[config.mk]
export PLATFORM = sky130hd
export DESIGN_NAME = decimal_int32_parser_top
export DESIGN_NICKNAME = d
export VERILOG_FILES = /design/src/hdl/dip_pkg.sv /design/src/hdl/dip_char_step.sv /design/src/hdl/decimal_int32_parser_top.sv
export SDC_FILE = /design/constraint.sdc
export NUM_CORES = 1
export LEC_CHECK = 0
export ABC_CLOCK_PERIOD_IN_PS = 6700
export BUFFER_PORTS_ARGS = -buffer_cell sky130_fd_sc_hd__buf_2
export CAP_MARGIN = 20
export CORE_ASPECT_RATIO = 1.75
export CORE_MARGIN = 2
export CORE_UTILIZATION = 30
export DETAILED_ROUTE_END_ITERATION = 12
export PLACE_DENSITY = 0.55
export SYNTH_ARGS = -nofsm -noshare
export SYNTH_HDL_FRONTEND = slang
export SYNTH_HIERARCHICAL = 1
export SYNTH_SLANG_ARGS = --single-unit
[constraint.sdc]
create_clock -name aclk -period 6.7 [get_ports aclk]
set_clock_uncertainty 0.05 [all_clocks]
set_input_delay 1.005 -clock aclk [delete_from_list [all_inputs] [get_ports aclk]]
set_output_delay 1.005 -clock aclk [all_outputs]
set_load 0.05 [all_outputs]
[src/hdl/dip_pkg.sv]
package dip_pkg;

    localparam logic [7:0]  CHAR_MINUS = 8'h2D;
    localparam logic [7:0]  CHAR_ZERO  = 8'h30;
    localparam logic [7:0]  CHAR_NINE  = 8'h39;
    localparam logic [35:0] LIMIT_POS  = 36'd2147483647;
    localparam logic [35:0] LIMIT_NEG  = 36'd2147483648;
    localparam logic [31:0] NARROW_MAX = 32'd255;

    typedef struct packed {
        logic [7:0] char_code;
        logic       last_char;
    } dip_in_t;

    typedef struct packed {
        logic               ok;
        logic signed [31:0] parsed_value;
    } dip_out_t;

    typedef struct packed {
        logic [31:0] magnitude;
        logic        is_negative;
        logic        has_failed;
        logic        at_start;
    } dip_state_t;

    localparam dip_state_t STATE_START = '{
        magnitude:   32'd0,
        is_negative: 1'b0,
        has_failed:  1'b0,
        at_start:    1'b1
    };

endpackage

[src/hdl/dip_char_step.sv]
module dip_char_step (
    input  dip_pkg::dip_state_t state_cur,
    input  dip_pkg::dip_in_t    item,
    input  logic                range_mode,
    output dip_pkg::dip_state_t state_upd,
    output dip_pkg::dip_out_t   result
);

    logic        is_minus;
    logic        non_digit;
    logic [3:0]  digit;
    logic [35:0] mag_times_ten;
    logic [35:0] mag_cand;
    logic [35:0] limit;
    logic        overflow;
    logic        take_digit;
    dip_pkg::dip_state_t after_char;
    logic        ok;
    logic [31:0] value;

    always_comb begin
        is_minus  = state_cur.at_start && (item.char_code == dip_pkg::CHAR_MINUS);
        non_digit = (item.char_code < dip_pkg::CHAR_ZERO) ||
                    (item.char_code > dip_pkg::CHAR_NINE);
        digit     = 4'(item.char_code - dip_pkg::CHAR_ZERO);

        // magnitude * 10 as (m << 3) + (m << 1)
        mag_times_ten = {1'b0, state_cur.magnitude, 3'b000} +
                        {3'b000, state_cur.magnitude, 1'b0};
        mag_cand      = mag_times_ten + 36'(digit);
        limit         = state_cur.is_negative ? dip_pkg::LIMIT_NEG : dip_pkg::LIMIT_POS;
        overflow      = mag_cand > limit;

        take_digit = !is_minus && !non_digit && !state_cur.has_failed && !overflow;

        after_char.at_start    = 1'b0;
        after_char.is_negative = state_cur.is_negative || is_minus;
        after_char.has_failed  = state_cur.has_failed ||
                                 (!is_minus && (non_digit || overflow));
        after_char.magnitude   = take_digit ? mag_cand[31:0] : state_cur.magnitude;

        ok    = !after_char.has_failed;
        value = after_char.is_negative ? (32'd0 - after_char.magnitude)
                                       : after_char.magnitude;
        // The narrow range allows a minus sign only in front of zero.
        if (range_mode && ((after_char.magnitude > dip_pkg::NARROW_MAX) ||
                           (after_char.is_negative && (after_char.magnitude != 32'd0)))) begin
            ok = 1'b0;
        end
        result.ok           = ok;
        result.parsed_value = ok ? $signed(value) : $signed(32'd0);

        state_upd = item.last_char ? dip_pkg::STATE_START : after_char;
    end

endmodule

[src/hdl/decimal_int32_parser_top.sv]
// Decimal text to signed 32-bit integer parser. Characters enter on the s_ channel one
// item per cycle, the last character of a number marked by last_char; a leading '-' is
// taken only as the first character. One result leaves on the m_ channel for each marked
// character: ok and the value, or ok low with value zero on a bad character, overflow or
// a value outside the selected range. The result is registered: the last character sits in
// the input register, and the multiply-by-ten, add and limit compare load the result
// register when that character advances. Unmarked characters keep flowing at one per cycle while a
// result waits; a marked character holds in the input register, and stalls the input,
// until the waiting result is taken. cfg_data selects the range: 0 for the full signed
// 32-bit range, 1 for 0..255; write it only while no character is in flight.
module decimal_int32_parser_top (
    input  logic               aclk,
    input  logic               aresetn,
    input  logic               s_valid,
    output logic               s_ready,
    input  dip_pkg::dip_in_t   s_data,
    output logic               m_valid,
    input  logic               m_ready,
    output dip_pkg::dip_out_t  m_data,
    input  logic               cfg_valid,
    output logic               cfg_ready,
    input  logic               cfg_data
);

    logic                in_valid_reg, in_valid_next;
    dip_pkg::dip_in_t    in_data_reg, in_data_next;
    dip_pkg::dip_state_t state_reg, state_next;
    logic                range_mode_reg, range_mode_next;
    logic                out_valid_reg, out_valid_next;
    dip_pkg::dip_out_t   out_data_reg, out_data_next;

    dip_pkg::dip_state_t state_upd;
    dip_pkg::dip_out_t   step_result;
    logic                advance;

    dip_char_step u_step (
        .state_cur  (state_reg),
        .item       (in_data_reg),
        .range_mode (range_mode_reg),
        .state_upd  (state_upd),
        .result     (step_result)
    );

    // A character without the last mark never needs the result register.
    assign advance = in_valid_reg &&
                     (!in_data_reg.last_char || !out_valid_reg || m_ready);

    assign s_ready   = !in_valid_reg || advance;
    assign m_valid   = out_valid_reg;
    assign m_data    = out_data_reg;
    assign cfg_ready = 1'b1;

    always_comb begin
        in_valid_next   = in_valid_reg;
        in_data_next    = in_data_reg;
        state_next      = state_reg;
        range_mode_next = range_mode_reg;
        out_valid_next  = out_valid_reg;
        out_data_next   = out_data_reg;

        if (s_ready) begin
            in_valid_next = s_valid;
            in_data_next  = s_data;
        end
        if (cfg_valid) begin
            range_mode_next = cfg_data;
        end
        if (m_ready) begin
            out_valid_next = 1'b0;
        end
        if (advance) begin
            state_next = state_upd;
            if (in_data_reg.last_char) begin
                out_valid_next = 1'b1;
                out_data_next  = step_result;
            end
        end
    end

    always_ff @(posedge aclk) begin
        if (!aresetn) begin
            in_valid_reg   <= 1'b0;
            state_reg      <= dip_pkg::STATE_START;
            range_mode_reg <= 1'b0;
            out_valid_reg  <= 1'b0;
        end else begin
            in_valid_reg   <= in_valid_next;
            state_reg      <= state_next;
            range_mode_reg <= range_mode_next;
            out_valid_reg  <= out_valid_next;
        end
        in_data_reg  <= in_data_next;
        out_data_reg <= out_data_next;
    end

endmodule

After elaboration in Yosys (flattened, before gate mapping)

Cells that the tools add are included.

Bits in registers: 80
Bits in latches: 0
RAM bits: 0
Memory bits (read-only): 0
Bits of input ports: 15
Output and inout bits: 36
Word-level logic and storage cells: 54
Memories: 0

Add/subtract/negate cells: 4
Multipliers: 0
Divide/modulo/power cells: 0
$lt $le $gt $ge: 4
Eq/ne operators: 1
Shift-type cells: 0
Muxes and demuxes: 8
Bitwise logic cells: 0
Reduce and logical (&&, ||, !) cells: 26

Operator list:

| cell                  | count |
|---|---|
| $mux 32               | 3 |
| $add 35x33->36        | 1 |
| $add 36x4->36         | 1 |
| $gt 36x36->1          | 1 |
| $mux 35               | 1 |
| $gt 32x8->1 const B   | 1 |
| $reduce_bool 32->1    | 1 |
| $sub 1x32->32 const A | 1 |
| $eq 8x6->1 const B    | 1 |
| $gt 8x6->1 const B    | 1 |
| $logic_and 1x1->1     | 8 |
| $logic_not 1->1       | 8 |
| $logic_or 1x1->1      | 8 |
| $lt 8x6->1 const B    | 1 |
| $mux 1                | 4 |
| $sub 4x1->4 const B   | 1 |
| $reduce_and 2->1      | 1 |

Logic depth before layout (Yosys ltp)

Depth after elaboration: 12
Depth in mapped cells: 34
Mapped depth without buffers: 28

By module

The synthesis kept the hierarchy.

By module, submodules not included:

| module                   | instances | cells an instance | area each (um2) | sequential area each (um2) |
|---|---|---|---|---|
| dip_char_step            | 1         | 767               | 5514.0          | 0.0 |
| decimal_int32_parser_top | 1         | 209               | 2866.5          | 2021.9 |

Least setup slack after synthesis

OpenSTA, ideal clock, no wires.

Path kind: reg-to-reg
From: reg state_reg[5] (netlist name)
To: reg out_data_reg (netlist bit m_data[22]), data pin
Setup time: 254 ps
Arrival time: 6852 ps
Data required time: 6396 ps
Setup slack: -456 ps
Stages on the path, launching flop included: 30
Buffers on the path: 4
Period minus slack after synthesis: 7156 ps
Cells stage by stage: dfxtp_1 fa_1 fa_1 a211oi_2 o21a_1 a211oi_1 o21ai_1 xnor2_1 ha_1 nand4_2 or4_4 nor3_2 a21oi_1 nor4_1 and3_2 o2111a_1 buf_6 buf_6 buf_6 buf_4 mux2i_1 ha_1 nand2_1 nor4b_2 nor3b_1 nand2_1 mux2_1 o21ai_0 xnor2_1 nor2_1

Word-level cells in the longest chain between the ends: 11
Elaborated cells between the ends (all ways): 18
Those cells by class: add/sub (3); order compare (2); mux (3); reduce/logical (10)

Ends and longest elaborated chain:

| item                                                                    | line                           | RTL |
|---|---|---|
| start: declaration                                                      | decimal_int32_parser_top.sv:27 | `dip_pkg::dip_state_t state_reg, state_next;` |
| start signal: assignment                                                | decimal_int32_parser_top.sv:83 | `state_reg <= dip_pkg::STATE_START;` |
| start signal: assignment                                                | decimal_int32_parser_top.sv:88 | `state_reg <= state_next;` |
| parallel branches: the longest is 11 deep, another holds $add 35x33->36 | n/a                            |  |
| end signal: assignment                                                  | decimal_int32_parser_top.sv:93 | `out_data_reg <= out_data_next;` |
| end: declaration                                                        | decimal_int32_parser_top.sv:30 | `dip_pkg::dip_out_t out_data_reg, out_data_next;` |

Several ways; the timed one is not identified.
A chain may end at the register's enable or synchronous reset.

Worst setup path after layout

From: reg in_data_reg[4] (netlist name)
To: reg out_data_reg (netlist bit m_data[8]), data pin

Word-level cells in the longest chain between the ends: 12
Elaborated cells between the ends (all ways): 28
Those cells by class: add/sub (3); order compare (4); eq/ne (1); mux (3); reduce/logical (17)

Ends and longest elaborated chain:

| item                                                                   | line                           | RTL |
|---|---|---|
| start: declaration                                                     | decimal_int32_parser_top.sv:26 | `dip_pkg::dip_in_t in_data_reg, in_data_next;` |
| start signal: assignment                                               | decimal_int32_parser_top.sv:92 | `in_data_reg <= in_data_next;` |
| parallel branches: the longest is 12 deep, another holds $add 36x4->36 | n/a                            |  |

Several ways; the timed one is not identified.

==> impl_metrics.json <==
{
  "status": "completed",
  "clock_path_buffers": 2,
  "hold_viol": 0,
  "diodes": 0,
  "via_per_inst": 5.442,
  "fin_area_um2": 10300,
  "synth_compound_area_share_pct": 18.42,
  "core_area_um2": 27770,
  "grt_usage_pct": 19.20,
  "start_util_pct": 30.18,
  "post-route-util_pct": 37.10,
  "dp_hpwl_um": 22440,
  "path_max_fanout": 6,
  "synthMuxAreaShare_pct": 10.08,
  "finalNonFillerCells": 1474,
  "cts_made_buffers": 9,
  "synth.avg_cell_area_um2": 8.587,
  "largest_reg_flops": 35,
  "synth_edf_count": 42,
  "drive_above_1_share_pct": 25.79,
  "die_w_um": 130.3,
  "synthCells": 976,
  "slowest_delay_ns": 0.61,
  "io_buffer_count": 49,
  "drt-initial-drc-count": 523,
  "grt_antenna_before_repair": 0,
  "routed_wl_um": 28710,
  "firstDrtPassIters": 5,
  "dieArea_um2": 29340,
  "ant_nets": 0,
  "syn_area_um2": 8381,
  "fmax_mhz": 152.4,
  "drv_slew": 0,
  "fillCellCount": 2898,
  "synthArstFlopShare_pct": 0,
  "tightestPinTransition_ns": 1.034,
  "synth_nets": 1090,
  "ys_types": 95,
  "fin_nets": 1210,
  "clock_latency_ns": 0.36,
  "grt_pass1_vias": 7895,
  "wl_met1_um": 10180,
  "synthAdderAreaFrac_pct": 14.96,
  "setup_viol": 0,
  "place_area_um2": 9523,
  "std_cell_rows": 81,
  "drc": 0,
  "wl_met2_um": 15620,
  "gr-total-overflow": 0,
  "powerDensity_nw_per_um2": 105.1,
  "worstPathArrival_ns": 6.69,
  "startpoint_type": "flop",
  "maxCapViolCount": 0,
  "multi_input_area_um2": 6349,
  "required_ns": 6.83,
  "min_path_type": "reg -> reg",
  "crit_family": "simple AND/OR/NAND/NOR gates",
  "slew_headroom_pct": 30.51,
  "leakage_nw": 4.294,
  "maxUsedRoutingLayer": "met4",
  "htree_levels": 3,
  "cts_root_buffer": "clkbuf_16",
  "min_period_ns": 6.562,
  "yosys_warnings": 6,
  "wl_per_cell_um": 19.48,
  "vdd_drop_max_v": 0.0001460,
  "whs_ns": 0.4431,
  "globalplace.congestion": 0.8890,
  "synth_top_family_by_area": "simple AND/OR/NAND/NOR gates",
  "cts.sink_count": 80,
  "dp.cells": 1440,
  "end_kind": "flop",
  "grt_max_degree": 74,
  "synthSimpleGateAreaFrac_pct": 21.33,
  "area_growth_pct": 22.95,
  "ioPinCount": 51,
  "cts_tree": "built",
  "vias": 8021,
  "grt_pass1_wl_um": 43450,
  "slowest_stage": "fa_2",
  "clkTransAtPathRegs_ns": 0.06,
  "die_h_um": 225.1,
  "synth.ff_latch_count": 80,
  "finalPower_mw": 1.083,
  "criticalPathCategory": "reg -> reg",
  "register_area_um2": 2031,
  "worst-path-buf-inv": 3,
  "ys_seq_area_share_pct": 24.13,
  "wl_met3_um": 1035,
  "post-route-period-util_pct": 97.94,
  "synth_xor_area_share_pct": 6.047,
  "synth_ff_type": "edfxtp_1"
}
## cell families (layout without fill, tap and decap cells)
kind of cell,after synthesis,count (layout)
simple gates,376,376
mux,83,83
other cells,1,1
compound gates,213,213
xor+xnor,57,57
buf+inv,67,192
flops,80,80
fa+ha+maj,99,99
## stage by stage
stage | TNS, ns | worst slack [ns]
floorplan | 0 | 0.004488
global placement | -0.02655 | -0.01478
detailed placement | -0.7296 | -0.1049
CTS | 0 | 0.03285
global route | -0.4558 | -0.06529
finish | 0 | 0.1383
## worst register-to-register path, delay by kind of cell, from the launching register on
kind | cells | cell delay (ns)
simple gates | 10 | 1.97
compound gates | 7 | 1.65
fa+ha+maj | 4 | 1.21
buf+inv | 3 | 0.53
mux | 2 | 0.53
flops | 1 | 0.43
## path summary, 6_finish.rpt
check | startpoint | to | slack [ns] | cells past startpoint
max | in_data_reg[4]$_DFFE_PP_ | m_data[8]$_DFFE_PP_ | 0.14 | 26
min | state_reg[5]$_SDFFE_PN0P_ | state_reg[5]$_SDFFE_PN0P_ | 0.44 | 2
max reg2reg | in_data_reg[4]$_DFFE_PP_ | m_data[8]$_DFFE_PP_ | 0.14 | 26
min reg2reg | state_reg[5]$_SDFFE_PN0P_ | state_reg[5]$_SDFFE_PN0P_ | 0.44 | 2
## where the power goes
part	leakage, nW	internal (mW)	switching, mW
Combinational	3.41	0.0323	0.0615
Sequential	0.753	0.520	0.00455
Clock	0.132	0.261	0.203
## placed cells by master (no fill, tap or decap), types with 8 or more instances in the layout
master | Yosys | layout
dfxtp_1 | 38 | 33
nor2_1 | 112 | 107
o21a_1 | 9 | 9
a211oi_2 | 11 | 14
o211ai_1 | 8 | 8
nand2_1 | 129 | 126
clkbuf_16 | 0 | 11
nor4_1 | 9 | 9
xnor2_1 | 31 | 27
or3_1 | 10 | 10
a21oi_1 | 59 | 56
nor2_2 | 3 | 8
nor3_1 | 27 | 23
ha_1 | 97 | 86
buf_4 | 8 | 107
edfxtp_1 | 42 | 42
nand3_1 | 19 | 19
nand4_1 | 18 | 18
xor2_1 | 25 | 24
o21ai_0 | 33 | 28
a21o_1 | 9 | 9
o21ai_1 | 11 | 12
ha_4 | 0 | 8
buf_2 | 15 | 49
mux2i_1 | 77 | 74
inv_1 | 15 | 14
## cells in the mapped netlist, types with 6 or more instances
cell	instances	share of area, %
nand2_1	129	5.8
nor2_1	112	5.0
ha_1	97	14
mux2i_1	77	9.2
a21oi_1	59	3.5
edfxtp_1	42	15
dfxtp_1	38	9.1
o21ai_0	33	2.0
xnor2_1	31	3.2
nor3_1	27	1.6
xor2_1	25	2.6
nand3_1	19	1.1
nand4_1	18	1.3
buf_2	15	0.90
inv_1	15	0.67
clkbuf_1	13	0.58
a211oi_1	12	1.1
a211oi_2	11	1.6
o21ai_1	11	0.66
a31oi_1	10	0.75
or3_1	10	0.75
a21o_1	9	0.81
nor4_1	9	0.67
o21a_1	9	0.81
buf_4	8	0.72
o211ai_1	8	0.72
nor2b_1	7	0.52
and3_1	6	0.45
o31ai_1	6	0.54
## layout make-up
class	instances	share of cell area, %
multi-input combinational	829	61.62
clock inverter	3	0.1700
clock buffer	13	2.429
tap	373	4.529
sequential	80	19.71
timing repair buffer	160	10.97
inverter	16	0.5829
## per-layer routing
layer  track usage [%]  vias to the layer above
li1                  -                     3811
met1             19.47                     3827
met2             36.78                      275
met3             1.591                      108
met4             12.01                        0
met5                 0                        -
## repair_timing
item	CTS	global route
buffers inserted	0	16
resized for setup	5	63
pin swaps	0	21
hold buffers	0	0
cloned	0	2
setup endpoints to repair	25	33
Note: power is estimated with default switching activity, not from simulation.
